File: src/rtl/binary_grid_segment_detector_macros.svh
// assertion macros for the binary grid segment detector
// used by rtl/binary_grid_segment_detector.sv, no other dependencies
`ifndef BINARY_GRID_SEGMENT_DETECTOR_MACROS_SVH
`define BINARY_GRID_SEGMENT_DETECTOR_MACROS_SVH

`ifndef SYNTHESIS
`define BGSD_ASSERT(label, clk, rst, prop, msg) \
   label: assert property (@(posedge clk) disable iff (rst) prop) else $error(msg);
`define BGSD_ASSERT_NEVER(label, clk, rst, cond, msg) \
   label: assert property (@(posedge clk) disable iff (rst) !(cond)) else $error(msg);
`else
`define BGSD_ASSERT(label, clk, rst, prop, msg)
`define BGSD_ASSERT_NEVER(label, clk, rst, cond, msg)
`endif

`endif

File: src/rtl/bgsd_pkg.sv
// types and constants of the binary grid segment detector
// no dependencies; used by bgsd_result_fifo and the top level
`timescale 1ns / 1ps

package bgsd_pkg;

   localparam int GRID_SIZE_DEFAULT = 16;
   localparam int COORD_W           = 4;
   localparam int RUN_W             = 5;
   localparam logic [RUN_W-1:0] RUN_MAX       = 5'd31;
   localparam logic [RUN_W-1:0] MIN_RUN_RESET = 5'd2;

   localparam int RSP_DEPTH = 4;
   localparam int RSP_PTR_W = 2;
   localparam int RSP_CNT_W = 3;

   typedef struct packed {
      logic pixel;
      logic frame_start;
   } req_type;

   typedef struct packed {
      logic               is_vertical;
      logic [COORD_W-1:0] start_row;
      logic [COORD_W-1:0] start_col;
      logic [COORD_W-1:0] end_row;
      logic [COORD_W-1:0] end_col;
      logic               last_of_item;
   } rsp_type;

   typedef struct packed {
      logic push_first;
      logic push_second;
   } fifo_push_type;

endpackage

File: src/rtl/bgsd_result_fifo.sv
// four-entry segment queue that takes up to two segments per cycle
// depends on bgsd_pkg
`timescale 1ns / 1ps

module bgsd_result_fifo (
   input  logic                    clock,
   input  logic                    reset,
   input  bgsd_pkg::fifo_push_type push,
   input  bgsd_pkg::rsp_type       first_data,
   input  bgsd_pkg::rsp_type       second_data,
   output logic                    has_room,
   output logic                    rsp_valid,
   input  logic                    rsp_stall,
   output bgsd_pkg::rsp_type       rsp_data
);

   bgsd_pkg::rsp_type                  fifo_ff [bgsd_pkg::RSP_DEPTH];
   logic [bgsd_pkg::RSP_PTR_W-1:0]     wr_ptr_ff, wr_ptr_in;
   logic [bgsd_pkg::RSP_PTR_W-1:0]     rd_ptr_ff, rd_ptr_in;
   logic [bgsd_pkg::RSP_CNT_W-1:0]     count_ff, count_in;
   logic                               pop;

   assign rsp_valid = (count_ff != '0);
   assign rsp_data  = fifo_ff[rd_ptr_ff];
   assign pop       = rsp_valid && !rsp_stall;
   assign has_room  = (count_ff <= bgsd_pkg::RSP_CNT_W'(bgsd_pkg::RSP_DEPTH - 2));

   always_comb begin
      wr_ptr_in = wr_ptr_ff + bgsd_pkg::RSP_PTR_W'(push.push_first)
                            + bgsd_pkg::RSP_PTR_W'(push.push_second);
      rd_ptr_in = rd_ptr_ff + bgsd_pkg::RSP_PTR_W'(pop);
      count_in  = count_ff + bgsd_pkg::RSP_CNT_W'(push.push_first)
                           + bgsd_pkg::RSP_CNT_W'(push.push_second)
                           - bgsd_pkg::RSP_CNT_W'(pop);
   end

   always_ff @(posedge clock) begin
      if (reset) begin
         wr_ptr_ff <= '0;
         rd_ptr_ff <= '0;
         count_ff  <= '0;
      end else begin
         wr_ptr_ff <= wr_ptr_in;
         rd_ptr_ff <= rd_ptr_in;
         count_ff  <= count_in;
      end
   end

   always_ff @(posedge clock) begin
      if (push.push_first) begin
         fifo_ff[wr_ptr_ff] <= first_data;
      end
      if (push.push_second) begin
         fifo_ff[wr_ptr_ff + bgsd_pkg::RSP_PTR_W'(1)] <= second_data;
      end
   end

endmodule

File: src/rtl/binary_grid_segment_detector.sv
// binary grid segment detector: top level with raster tracking and column memory
// depends on bgsd_pkg, bgsd_result_fifo and binary_grid_segment_detector_macros.svh
//
// Pixels of a square binary image enter on the req_ channel in raster order,
// one per request; frame_start on a request marks pixel (0,0) of a new image.
// Every run of ones that ends (at a zero or at the image edge) and holds at
// least min_run_length pixels leaves as one segment on the rsp_ channel,
// horizontal before vertical when one pixel ends both; last_of_item marks
// the final segment caused by a pixel. csr_wr_en writes min_run_length.
// A request is taken in any cycle in which req_stall is low: one pixel per
// cycle. Its segments pass the pixel stage and the result queue to rsp_. A pixel
// ending two runs makes two segments, and the one-segment-per-cycle response
// side, while rsp_stall is low, then sets the sustained rate. Segments wait in a
// four-entry queue; req_stall rises while it holds over two and the pixel stage
// is occupied. Per-column run state sits in a GRID_SIZE-entry memory read when a
// request is taken and written as the pixel stage advances, with one valid flag
// per column. Reset empties the pipeline and queue, clears all run state and sets
// min_run_length to 2; frame_start drops runs left open by a cut frame.
`timescale 1ns / 1ps

`include "binary_grid_segment_detector_macros.svh"

module binary_grid_segment_detector #(
   parameter int GRID_SIZE = bgsd_pkg::GRID_SIZE_DEFAULT
) (
   input  logic                         clock,
   input  logic                         reset,
   input  logic                         req_valid,
   output logic                         req_stall,
   input  bgsd_pkg::req_type            req_data,
   output logic                         rsp_valid,
   input  logic                         rsp_stall,
   output bgsd_pkg::rsp_type            rsp_data,
   input  logic                         csr_wr_en,
   input  logic [bgsd_pkg::RUN_W-1:0]   csr_wr_data
);

   localparam int CW = $clog2(GRID_SIZE);
   localparam int XW = (CW > bgsd_pkg::COORD_W) ? CW : bgsd_pkg::COORD_W;
   localparam logic [CW-1:0] LAST = CW'(GRID_SIZE - 1);

   function automatic logic [bgsd_pkg::COORD_W-1:0] to_coord(input logic [CW-1:0] v);
      logic [XW-1:0] w;
      w = XW'(v);
      return w[bgsd_pkg::COORD_W-1:0];
   endfunction

   // configuration
   logic [bgsd_pkg::RUN_W-1:0]   min_run_ff;
   logic [bgsd_pkg::RUN_W-1:0]   min_eff;

   // raster position of the next request
   logic [CW-1:0]                pos_row_ff, pos_row_in;
   logic [CW-1:0]                pos_col_ff, pos_col_in;
   logic [CW-1:0]                item_row, item_col;

   // pixel stage
   logic                         s1_vld_ff;
   logic                         s1_pixel_ff;
   logic                         s1_fs_ff;
   logic [CW-1:0]                s1_row_ff;
   logic [CW-1:0]                s1_col_ff;
   logic [bgsd_pkg::RUN_W-1:0]   rd_len_ff;
   logic [CW-1:0]                rd_start_ff;
   logic                         rd_vld_ff;

   // horizontal run
   logic [bgsd_pkg::RUN_W-1:0]   row_len_ff, row_len_in;
   logic [CW-1:0]                row_start_ff, row_start_in;

   // column memory
   logic [bgsd_pkg::RUN_W-1:0]   col_len_mem   [GRID_SIZE];
   logic [CW-1:0]                col_start_mem [GRID_SIZE];
   logic [GRID_SIZE-1:0]         col_vld_ff;
   logic [CW-1:0]                rd_addr;
   logic [bgsd_pkg::RUN_W-1:0]   col_len_in;
   logic [CW-1:0]                col_start_in;

   // segment logic
   logic [bgsd_pkg::RUN_W-1:0]   h_len, v_len, h_inc, v_inc;
   logic [CW-1:0]                h_start, v_start, h_end_col, v_end_row;
   logic                         emit_h, emit_v;
   bgsd_pkg::rsp_type            h_seg, v_seg;
   bgsd_pkg::rsp_type            first_seg;
   bgsd_pkg::fifo_push_type      push;

   logic                         accept;
   logic                         advance;
   logic                         has_room;

   assign advance   = s1_vld_ff && has_room;
   assign req_stall = s1_vld_ff && !has_room;
   assign accept    = req_valid && !req_stall;
   assign min_eff   = (min_run_ff == '0) ? bgsd_pkg::RUN_W'(1) : min_run_ff;

   // position tracking at request time
   always_comb begin
      item_row = req_data.frame_start ? '0 : pos_row_ff;
      item_col = req_data.frame_start ? '0 : pos_col_ff;
      rd_addr  = item_col;
      if (item_col == LAST) begin
         pos_col_in = '0;
         pos_row_in = (item_row == LAST) ? '0 : item_row + CW'(1);
      end else begin
         pos_col_in = item_col + CW'(1);
         pos_row_in = item_row;
      end
   end

   always_ff @(posedge clock) begin
      if (reset) begin
         min_run_ff <= bgsd_pkg::MIN_RUN_RESET;
         pos_row_ff <= '0;
         pos_col_ff <= '0;
         s1_vld_ff  <= 1'b0;
      end else begin
         if (csr_wr_en) begin
            min_run_ff <= csr_wr_data;
         end
         if (accept) begin
            pos_row_ff <= pos_row_in;
            pos_col_ff <= pos_col_in;
            s1_vld_ff  <= 1'b1;
         end else if (advance) begin
            s1_vld_ff  <= 1'b0;
         end
      end
   end

   always_ff @(posedge clock) begin
      if (accept) begin
         s1_pixel_ff <= req_data.pixel;
         s1_fs_ff    <= req_data.frame_start;
         s1_row_ff   <= item_row;
         s1_col_ff   <= item_col;
         rd_len_ff   <= col_len_mem[rd_addr];
         rd_start_ff <= col_start_mem[rd_addr];
         rd_vld_ff   <= col_vld_ff[rd_addr] && !req_data.frame_start;
      end
   end

   // run updates and segment formation
   always_comb begin
      h_len   = s1_fs_ff ? '0 : row_len_ff;
      h_start = (s1_fs_ff || h_len == '0) ? s1_col_ff : row_start_ff;
      h_inc   = (h_len == bgsd_pkg::RUN_MAX) ? h_len : h_len + bgsd_pkg::RUN_W'(1);
      v_len   = rd_vld_ff ? rd_len_ff : '0;
      v_start = (v_len == '0) ? s1_row_ff : rd_start_ff;
      v_inc   = (v_len == bgsd_pkg::RUN_MAX) ? v_len : v_len + bgsd_pkg::RUN_W'(1);

      row_start_in = h_start;
      col_start_in = v_start;
      h_end_col    = s1_col_ff;
      v_end_row    = s1_row_ff;

      if (s1_pixel_ff) begin
         if (s1_col_ff == LAST) begin
            emit_h     = (h_inc >= min_eff);
            row_len_in = '0;
         end else begin
            emit_h     = 1'b0;
            row_len_in = h_inc;
         end
         if (s1_row_ff == LAST) begin
            emit_v     = (v_inc >= min_eff);
            col_len_in = '0;
         end else begin
            emit_v     = 1'b0;
            col_len_in = v_inc;
         end
      end else begin
         emit_h     = (h_len >= min_eff);
         emit_v     = (v_len >= min_eff);
         row_len_in = '0;
         col_len_in = '0;
         h_end_col  = s1_col_ff - CW'(1);
         v_end_row  = s1_row_ff - CW'(1);
      end

      h_seg.is_vertical  = 1'b0;
      h_seg.start_row    = to_coord(s1_row_ff);
      h_seg.start_col    = to_coord(h_start);
      h_seg.end_row      = to_coord(s1_row_ff);
      h_seg.end_col      = to_coord(h_end_col);
      h_seg.last_of_item = !emit_v;

      v_seg.is_vertical  = 1'b1;
      v_seg.start_row    = to_coord(v_start);
      v_seg.start_col    = to_coord(s1_col_ff);
      v_seg.end_row      = to_coord(v_end_row);
      v_seg.end_col      = to_coord(s1_col_ff);
      v_seg.last_of_item = 1'b1;

      first_seg        = emit_h ? h_seg : v_seg;
      push.push_first  = advance && (emit_h || emit_v);
      push.push_second = advance && emit_h && emit_v;
   end

   always_ff @(posedge clock) begin
      if (reset) begin
         row_len_ff   <= '0;
         row_start_ff <= '0;
         col_vld_ff   <= '0;
      end else begin
         if (advance) begin
            row_len_ff   <= row_len_in;
            row_start_ff <= row_start_in;
         end
         // new frame drops all column runs, including the one written back now
         if (accept && req_data.frame_start) begin
            col_vld_ff <= '0;
         end else if (advance) begin
            col_vld_ff[s1_col_ff] <= 1'b1;
         end
      end
   end

   always_ff @(posedge clock) begin
      if (advance) begin
         col_len_mem[s1_col_ff]   <= col_len_in;
         col_start_mem[s1_col_ff] <= col_start_in;
      end
   end

   bgsd_result_fifo u_result_fifo (
      .clock       (clock),
      .reset       (reset),
      .push        (push),
      .first_data  (first_seg),
      .second_data (v_seg),
      .has_room    (has_room),
      .rsp_valid   (rsp_valid),
      .rsp_stall   (rsp_stall),
      .rsp_data    (rsp_data)
   );

   `BGSD_ASSERT(a_frame_clears_cols, clock, reset, (accept && req_data.frame_start) |=> (col_vld_ff == '0), "frame start left a column run open")
   `BGSD_ASSERT(a_row_ends_at_edge, clock, reset, (advance && s1_col_ff == LAST) |=> (row_len_ff == '0), "horizontal run carried past the last column")
   `BGSD_ASSERT_NEVER(a_pos_in_grid, clock, reset, s1_vld_ff && (s1_row_ff > LAST || s1_col_ff > LAST), "pixel position outside the grid")

endmodule

File: config.mk
export PLATFORM = sky130hd
export DESIGN_NAME = binary_grid_segment_detector
export DESIGN_NICKNAME = d
export VERILOG_FILES = /design/src/rtl/bgsd_pkg.sv /design/src/rtl/bgsd_result_fifo.sv /design/src/rtl/binary_grid_segment_detector.sv
export VERILOG_INCLUDE_DIRS = /design/src /design/src/rtl
export SDC_FILE = /design/constraint.sdc
export NUM_CORES = 1
export LEC_CHECK = 0
export ABC_AREA = 0
export BUFFER_PORTS_ARGS = -buffer_cell sky130_fd_sc_hd__clkbuf_2
export CAP_MARGIN = 0
export CORE_ASPECT_RATIO = 1.2
export CORE_MARGIN = 2
export CORE_UTILIZATION = 55
export DETAILED_ROUTE_END_ITERATION = 10
export GPL_ROUTABILITY_DRIVEN = 0
export GPL_TIMING_DRIVEN = 0
export PLACE_DENSITY_LB_ADDON = 0.05
export SLEW_MARGIN = 25
export SYNTH_ARGS = -nofsm -noshare
export SYNTH_HDL_FRONTEND = slang
export SYNTH_SLANG_ARGS = --single-unit
File: constraint.sdc
create_clock -name clock -period 5.5 [get_ports clock]
set_input_delay 0.275 -clock clock [delete_from_list [all_inputs] [get_ports clock]]
set_output_delay 0.275 -clock clock [all_outputs]
set_load 0.02 [all_outputs]
==> impl_metrics.env, run 1 <==
export IMPL_status="complete, no violations"
export IMPL_nets=1219
export IMPL_async_flop_share=0
export IMPL_layout_commonest_cell="edfxtp_1"
export IMPL_yosysSeqAreaShare=0.586
export IMPL_syn_area_mm2=0.0135
export IMPL_yosys_area_share_simple=0.0964
export IMPL_syn_to_final_growth_pct=12.2
export IMPL_hp_class="input pin to register"
export IMPL_path_buf_inv=3
export IMPL_post_route_cells_drive_above_1_share=0.168
export IMPL_yosys_warnings=0
export IMPL_grt_pass1_wl_um=53400
export IMPL_pwr_share_clk=0.343
export IMPL_finalWirelength_um=34100
export IMPL_cts_resized=0
export IMPL_start_kind="register"
export IMPL_insertion_delay_ns=0.55
export IMPL_crit_fanout=10
export IMPL_clk_path_buf_depth=3
export IMPL_drtAntennaViolNets=0
export IMPL_htree_num_levels=1
export IMPL_slew_headroom=0.279
export IMPL_period_needed_ns=5.11
export IMPL_p_switching_uw=1500
export IMPL_critical_path_endpoint_type="register"
export IMPL_clkTransAtPathRegs_ns=0.06
export IMPL_fin_skew_ns=0.00923
export IMPL_drc=0
export IMPL_path_cells="nand2_1, inv_1, ha_1, nand3_1, nor2_1, mux2_2, ha_1, nand2_1, o21ai_0, a21oi_2, nand2_1, clkbuf_1, o21ai_0, ha_1, inv_1, fa_1, fa_1, xor2_1, nor2_1"
export IMPL_synth_nets=1144
export IMPL_rows=62
export IMPL_postCtsHoldBufs=8
export IMPL_diodes=0
export IMPL_cts_made_buffers=28
export IMPL_synth_area_per_cell_um2=12.4
export IMPL_grt_pass1_vias=9309
export IMPL_cts_tree="done"
export IMPL_p_per_area_mw_per_mm2=349
export IMPL_synth_xor_area_share=0.00582
export IMPL_yosys_area_share_adder=0.0366
export IMPL_synth_cell_type_count=80
export IMPL_fin_util=0.632
export IMPL_drt_iter0_markers=993
export IMPL_setup_tns_ns=0
export IMPL_fin_crit_sh=0.928
export IMPL_maxCapViolations=0
export IMPL_final_cell_mix="edfxtp_1, nand2_1, nor2_1"
export IMPL_seqPwrFrac=0.469
export IMPL_synth_mux_area_frac=0.0893
export IMPL_critPathSlowestCell="clkbuf_1"
export IMPL_dieArea_mm2=0.0259
export IMPL_die_x_um=147
export IMPL_rsz0062_at_grt="false"
export IMPL_cts_sinks=282
export IMPL_critical_path_class="register to register"
export IMPL_finalMaxSlewViolations=0
export IMPL_tightest_slew_ns=1.07
export IMPL_grt_max_degree=30
export IMPL_first_pass_iters=7
export IMPL_post_cts_buffers=0
export IMPL_synth_top_family_by_area="compound AO/OA/AOI/OAI gates"
export IMPL_die_height_um=176
export IMPL_leakage_uw=0.00512
export IMPL_p_int_uw=3810
export IMPL_p_comb_frac=0.189
export IMPL_core_mm2=0.0240
export IMPL_drt_vias_per_instance=6.24
export IMPL_cp_top_family="adder cells"
export IMPL_syn_inst=1095
export IMPL_peakVddDrop_mv=0.291
export IMPL_fin_ws_ns=0.395
export IMPL_ys_seq_elements=282
export IMPL_vias=9427
export IMPL_synth_edf_count=228
export IMPL_final_cells=1510
export IMPL_cts_root_buf="clkbuf_16"
export IMPL_io_buffer_count=30
export IMPL_hold_violations=0
export IMPL_synth_compound_area_share=0.156
export IMPL_routedWlPerCell_um=22.6
export IMPL_critPathMaxStageDelay_ns=0.48
export IMPL_hpwlAfterDp_um=24700
export IMPL_power_share_switching=0.282
export IMPL_setup_viol=0
export IMPL_grt_usage=0.269
export IMPL_place_ws_ns=0.441
export IMPL_antenna_found_initial=0
export IMPL_dp_cells=1452
export IMPL_timing_fmax_ghz=0.196
export IMPL_cp_data_arrival_time_ns=5.52
export IMPL_synth_ff_type="edfxtp_1"
export IMPL_start_util=0.563
export IMPL_ios=32
export IMPL_overflow=0
export IMPL_required_ns=5.92
==> registers in the layout (all words and copies together), names as in the netlist <==
name / cells
col_len_mem: 80
u_result_fifo.fifo_ff: 72
col_start_mem: 64
col_vld_ff: 16
min_run_ff: 5
rd_len_ff: 5
row_len_ff: 5
pos_col_ff: 4
pos_row_ff: 4
rd_start_ff: 4
row_start_ff: 4
s1_col_ff: 4
s1_row_ff: 4
u_result_fifo.count_ff: 3
u_result_fifo.rd_ptr_ff: 2
u_result_fifo.wr_ptr_ff: 2
rd_vld_ff: 1
s1_fs_ff: 1
s1_pixel_ff: 1
s1_vld_ff: 1
==> cells in the mapped netlist (all sizes together), types with 26 or more instances <==
| cell type | number | area, um2 |
|---|---|---|
| a21oi | 77 | 442 |
| buf | 27 | 145 |
| clkbuf | 43 | 161 |
| dfxtp | 54 | 1080 |
| edfxtp | 228 | 6850 |
| ha | 34 | 425 |
| inv | 28 | 105 |
| mux2 | 30 | 338 |
| mux2i | 42 | 420 |
| nand2 | 85 | 319 |
| nand3 | 28 | 150 |
| nor2 | 85 | 329 |
| nor2b | 26 | 163 |
| o21ai | 72 | 379 |
==> cells by family (layout without fill, tap and decap cells) <==
family | after synthesis | count (layout)
AOI/OAI and AO/OA | 297 | 297
xor gates and xnor gates | 9 | 9
adders and majority gates | 38 | 38
buffers and inverters | 99 | 194
DFF | 282 | 282
muxes | 92 | 92
and+or+nand+nor | 278 | 278
==> path summary, 6_finish.rpt <==
kind	startpoint	endpoint	slack, ns	depth (start not counted)
setup / recovery	rd_vld_ff$_DFFE_PP_	u_result_fifo.count_ff[2]$_SDFF_PP0_	0.39	19
hold / removal	reset	min_run_ff[1]$_SDFFE_PP1P_	0.02	3
setup reg to reg	rd_vld_ff$_DFFE_PP_	u_result_fifo.count_ff[2]$_SDFF_PP0_	0.39	19
hold reg to reg	u_result_fifo.fifo_ff[0][17]$_SDFFE_PP1N_	u_result_fifo.fifo_ff[0][17]$_SDFFE_PP1N_	0.44	2
==> layout make-up <==
cell class              count  area [um2]
inverters                  29         109
repair buffers             45         317
plain buffers              70         308
multi-input cells         714        5260
flip-flops and latches    282        7930
well taps                 320         400
fillers                  1913        8850
clock inverters            16         123
clock buffers              34         754
==> power by group through the flow <==
stage	sequential [uW]	combinational, uW	clock [uW]
CTS	2490	1000	1850
detailed placement	2530	995	0
global placement	2530	961	0
global route	2500	1090	1930
finish	2490	1000	1820
floorplan	2520	696	0
==> worst reg2reg max path: stages, from the launching register on <==
cell and delay (ns):
edfxtp_1 0.47, nand2_1 0.13, inv_1 0.08, ha_1 0.18
nand3_1 0.16, nor2_1 0.27, mux2_2 0.39, ha_1 0.27
nand2_1 0.04, o21ai_0 0.35, a21oi_2 0.23, nand2_1 0.20
clkbuf_1 0.48, o21ai_0 0.34, ha_1 0.37, inv_1 0.05
fa_1 0.38, fa_1 0.40, xor2_1 0.17, nor2_1 0.05
==> metrics by stage <==
stage	hold slack [ns]	total power (uW)	instance area, um2
final	0.0229	5310	15200
after global routing	0.0519	5520	15200
after CTS	0.0278	5340	15200
after detailed placement	0.435	3530	14200
after global placement	0.431	3500	14100
after floorplan	0.374	3210	13500
==> metal layers <==
| metal | routed length [um] | vias up | GRT usage |
|---|---|---|---|
| met2 | 17500 | 385 | 0.482 |
| met5 | 0 | - | 0 |
| met1 | 13100 | 4571 | 0.331 |
| met3 | 1880 | 123 | 0.0288 |
| met4 | 1660 | 0 | 0.116 |
| li1 | - | 4348 | - |
Power figures use the tool's default switching activity.
==> inputs of run 2 (changes only) <==
Settings changed: CORE_UTILIZATION 55 to 28.
Clock period 5.5 ns to 5.7 ns, I/O delays scaled along.
==> run 2 against run 1 <==
  * Worst hold slack improved by 0.045 ns
  * Global-route usage decreased by 9.0 points
  * Sequential power decreased by 4%
  * Combinational power increased by 4%
  * Die area increased by 94%
  * Fmax decreased by 0.60%
  * Final cell count increased by 22%
  * Non-clock buffer count increased by 9
  * Critical endpoint unchanged
==> impl_metrics.env, run 2 (same netlist as run 1, synthesis figures left out) <==
export IMPL_layout_commonest_cell="edfxtp_1"
export IMPL_start_kind="register"
export IMPL_period_needed_ns=5.14
export IMPL_setup_tns_ns=0
export IMPL_drt_vias_per_instance=5.07
export IMPL_met3_length_um=1370
export IMPL_tightest_slew_ns=1.00
export IMPL_drtAntennaViolNets=0
export IMPL_cts_tree="done"
export IMPL_ff2ff_setup_slack_ns=0.56
export IMPL_cts_made_buffers=35
export IMPL_final_cell_mix="edfxtp_1, nand2_1, nor2_1"
export IMPL_met1Wirelength_um=18200
export IMPL_post_cts_buffers=0
export IMPL_dieArea_mm2=0.0501
export IMPL_power_share_switching=0.289
export IMPL_grt_pass1_wl_um=65400
export IMPL_maxCapViolations=0
export IMPL_first_pass_iters=5
export IMPL_leakage_uw=0.00535
export IMPL_setup_viol=0
export IMPL_overflow=0
export IMPL_cp_data_arrival_time_ns=5.56
export IMPL_top_regs="col_len_mem (80), u_result_fifo.fifo_ff (72), col_start_mem (64)"
export IMPL_required_ns=6.13
export IMPL_critPathSlowestCell="nand2_1"
export IMPL_critical_path_endpoint_type="register"
export IMPL_fin_skew_ns=0.0270
export IMPL_p_int_uw=4090
export IMPL_start_util=0.283
export IMPL_rows=88
export IMPL_finalWirelength_um=43700
export IMPL_status="complete, no violations"
export IMPL_clkTransAtPathRegs_ns=0.06
export IMPL_dp_cells=1772
export IMPL_die_x_um=205
export IMPL_fin_util=0.335
export IMPL_rsz0062_at_grt="false"
export IMPL_clk_path_buf_depth=3
export IMPL_nets=1235
export IMPL_top_register="col_len_mem"
export IMPL_final_cells=1843
export IMPL_diodes=0
export IMPL_grt_max_degree=24
export IMPL_peakVddDrop_mv=0.233
export IMPL_hold_violations=0
export IMPL_p_comb_frac=0.181
export IMPL_drc=0
export IMPL_crit_fanout=15
export IMPL_fin_crit_sh=0.901
export IMPL_cts_sinks=282
export IMPL_io_buffer_count=30
export IMPL_finalMaxSlewViolations=0
export IMPL_antenna_found_initial=0
export IMPL_routedWlPerCell_um=23.7
export IMPL_die_height_um=245
export IMPL_seqPwrFrac=0.418
export IMPL_path_cells="nand2_1, inv_1, ha_1, nand3_1, nor2_1, mux2i_1, ha_1, nor2b_1, o21ai_0, a21oi_2, nand2_1, o21ai_0, ha_1, inv_1, fa_1, fa_1, xor2_1, nor2_1"
export IMPL_post_route_cells_drive_above_1_share=0.189
export IMPL_p_per_area_mw_per_mm2=358
export IMPL_cts_root_buf="clkbuf_16"
export IMPL_hp_class="input pin to register"
export IMPL_power_total_uw=5740
export IMPL_p_switching_uw=1660
export IMPL_insertion_delay_ns=0.56
export IMPL_slew_headroom=0.334
export IMPL_htree_num_levels=2
export IMPL_top_layer="met4"
export IMPL_route_met2_wl_um=22600
export IMPL_syn_to_final_growth_pct=18.6
export IMPL_hpwlAfterDp_um=31800
export IMPL_pwr_share_clk=0.401
export IMPL_critPathMaxStageDelay_ns=0.52
export IMPL_core_mm2=0.0479
export IMPL_vias=9349
export IMPL_grt_usage=0.179
export IMPL_cp_common_cell="ha_1"
export IMPL_critical_path_class="register to register"
export IMPL_grt_pass1_vias=9683
export IMPL_drt_iter0_markers=628
export IMPL_timing_fmax_ghz=0.195
export IMPL_largest_reg_flops=80
export IMPL_ios=32
[run 2: power groups by stage]
stage | Sequential (uW) | Clock, uW | Combinational, uW
3_5_place_dp | 2450 | 0 | 1060
5_1_grt | 2410 | 2440 | 1150
2_1_floorplan | 2430 | 0 | 672
3_3_place_gp | 2450 | 0 | 1020
6_report | 2400 | 2300 | 1040
4_1_cts | 2400 | 2380 | 1060
[run 2: per-stage QoR]
stage / setup WS, ns / instance area [um2] / hold slack [ns]
3_3_place_gp: -0.185 / 14500 / 0.437
2_1_floorplan: 1.62 / 13500 / 0.384
6_report: 0.564 / 16100 / 0.0675
4_1_cts: 0.297 / 16000 / 0.0560
5_1_grt: 0.120 / 16100 / 0.0885
3_5_place_dp: 0.321 / 14800 / 0.436
[run 2: worst paths after layout]
check                                                  from                                   endpoint  cells after the start
hold reg to reg   u_result_fifo.fifo_ff[0][17]$_SDFFE_PP1N_  u_result_fifo.fifo_ff[0][17]$_SDFFE_PP1N_                      2
setup reg to reg                        rd_vld_ff$_DFFE_PP_       u_result_fifo.count_ff[2]$_SDFF_PP0_                     18
hold / removal                                        reset                 min_run_ff[1]$_SDFFE_PP1P_                      3
setup / recovery                        rd_vld_ff$_DFFE_PP_       u_result_fifo.count_ff[2]$_SDFF_PP0_                     18
[run 2: final cells by class]
| class | instances | area (um2) |
|---|---|---|
| inverter | 29 | 109 |
| multi-input combinational | 714 | 5300 |
| clock inverter | 22 | 244 |
| fill | 4815 | 31800 |
| sequential | 282 | 7930 |
| buffer | 69 | 304 |
| tap | 630 | 788 |
| clock buffer | 42 | 945 |
| timing repair buffer | 55 | 430 |
[run 2: routing by layer]
layer  GRT usage  vias up
met5           0        -
met4      0.0716        0
met3      0.0220       79
met2       0.320      224
met1       0.216     4669
li1            -     4377
[run 2: what timing repair did]
action                                 4_1_cts  5_1_grt
endpoints found under the hold margin        8        0
hold buffers                                 8        0
resized for setup                            0        0
setup endpoints to repair                    0        1
[run 2: critical path, delay by kind of cell (launching register included)]
family / cells / cell delay [ns]
buf+inv: 2 / 0.13
compound gates: 3 / 1.19
simple gates: 6 / 1.28
fa+ha+maj: 5 / 1.43
flops: 1 / 0.48
xor+xnor: 1 / 0.16
mux: 1 / 0.33
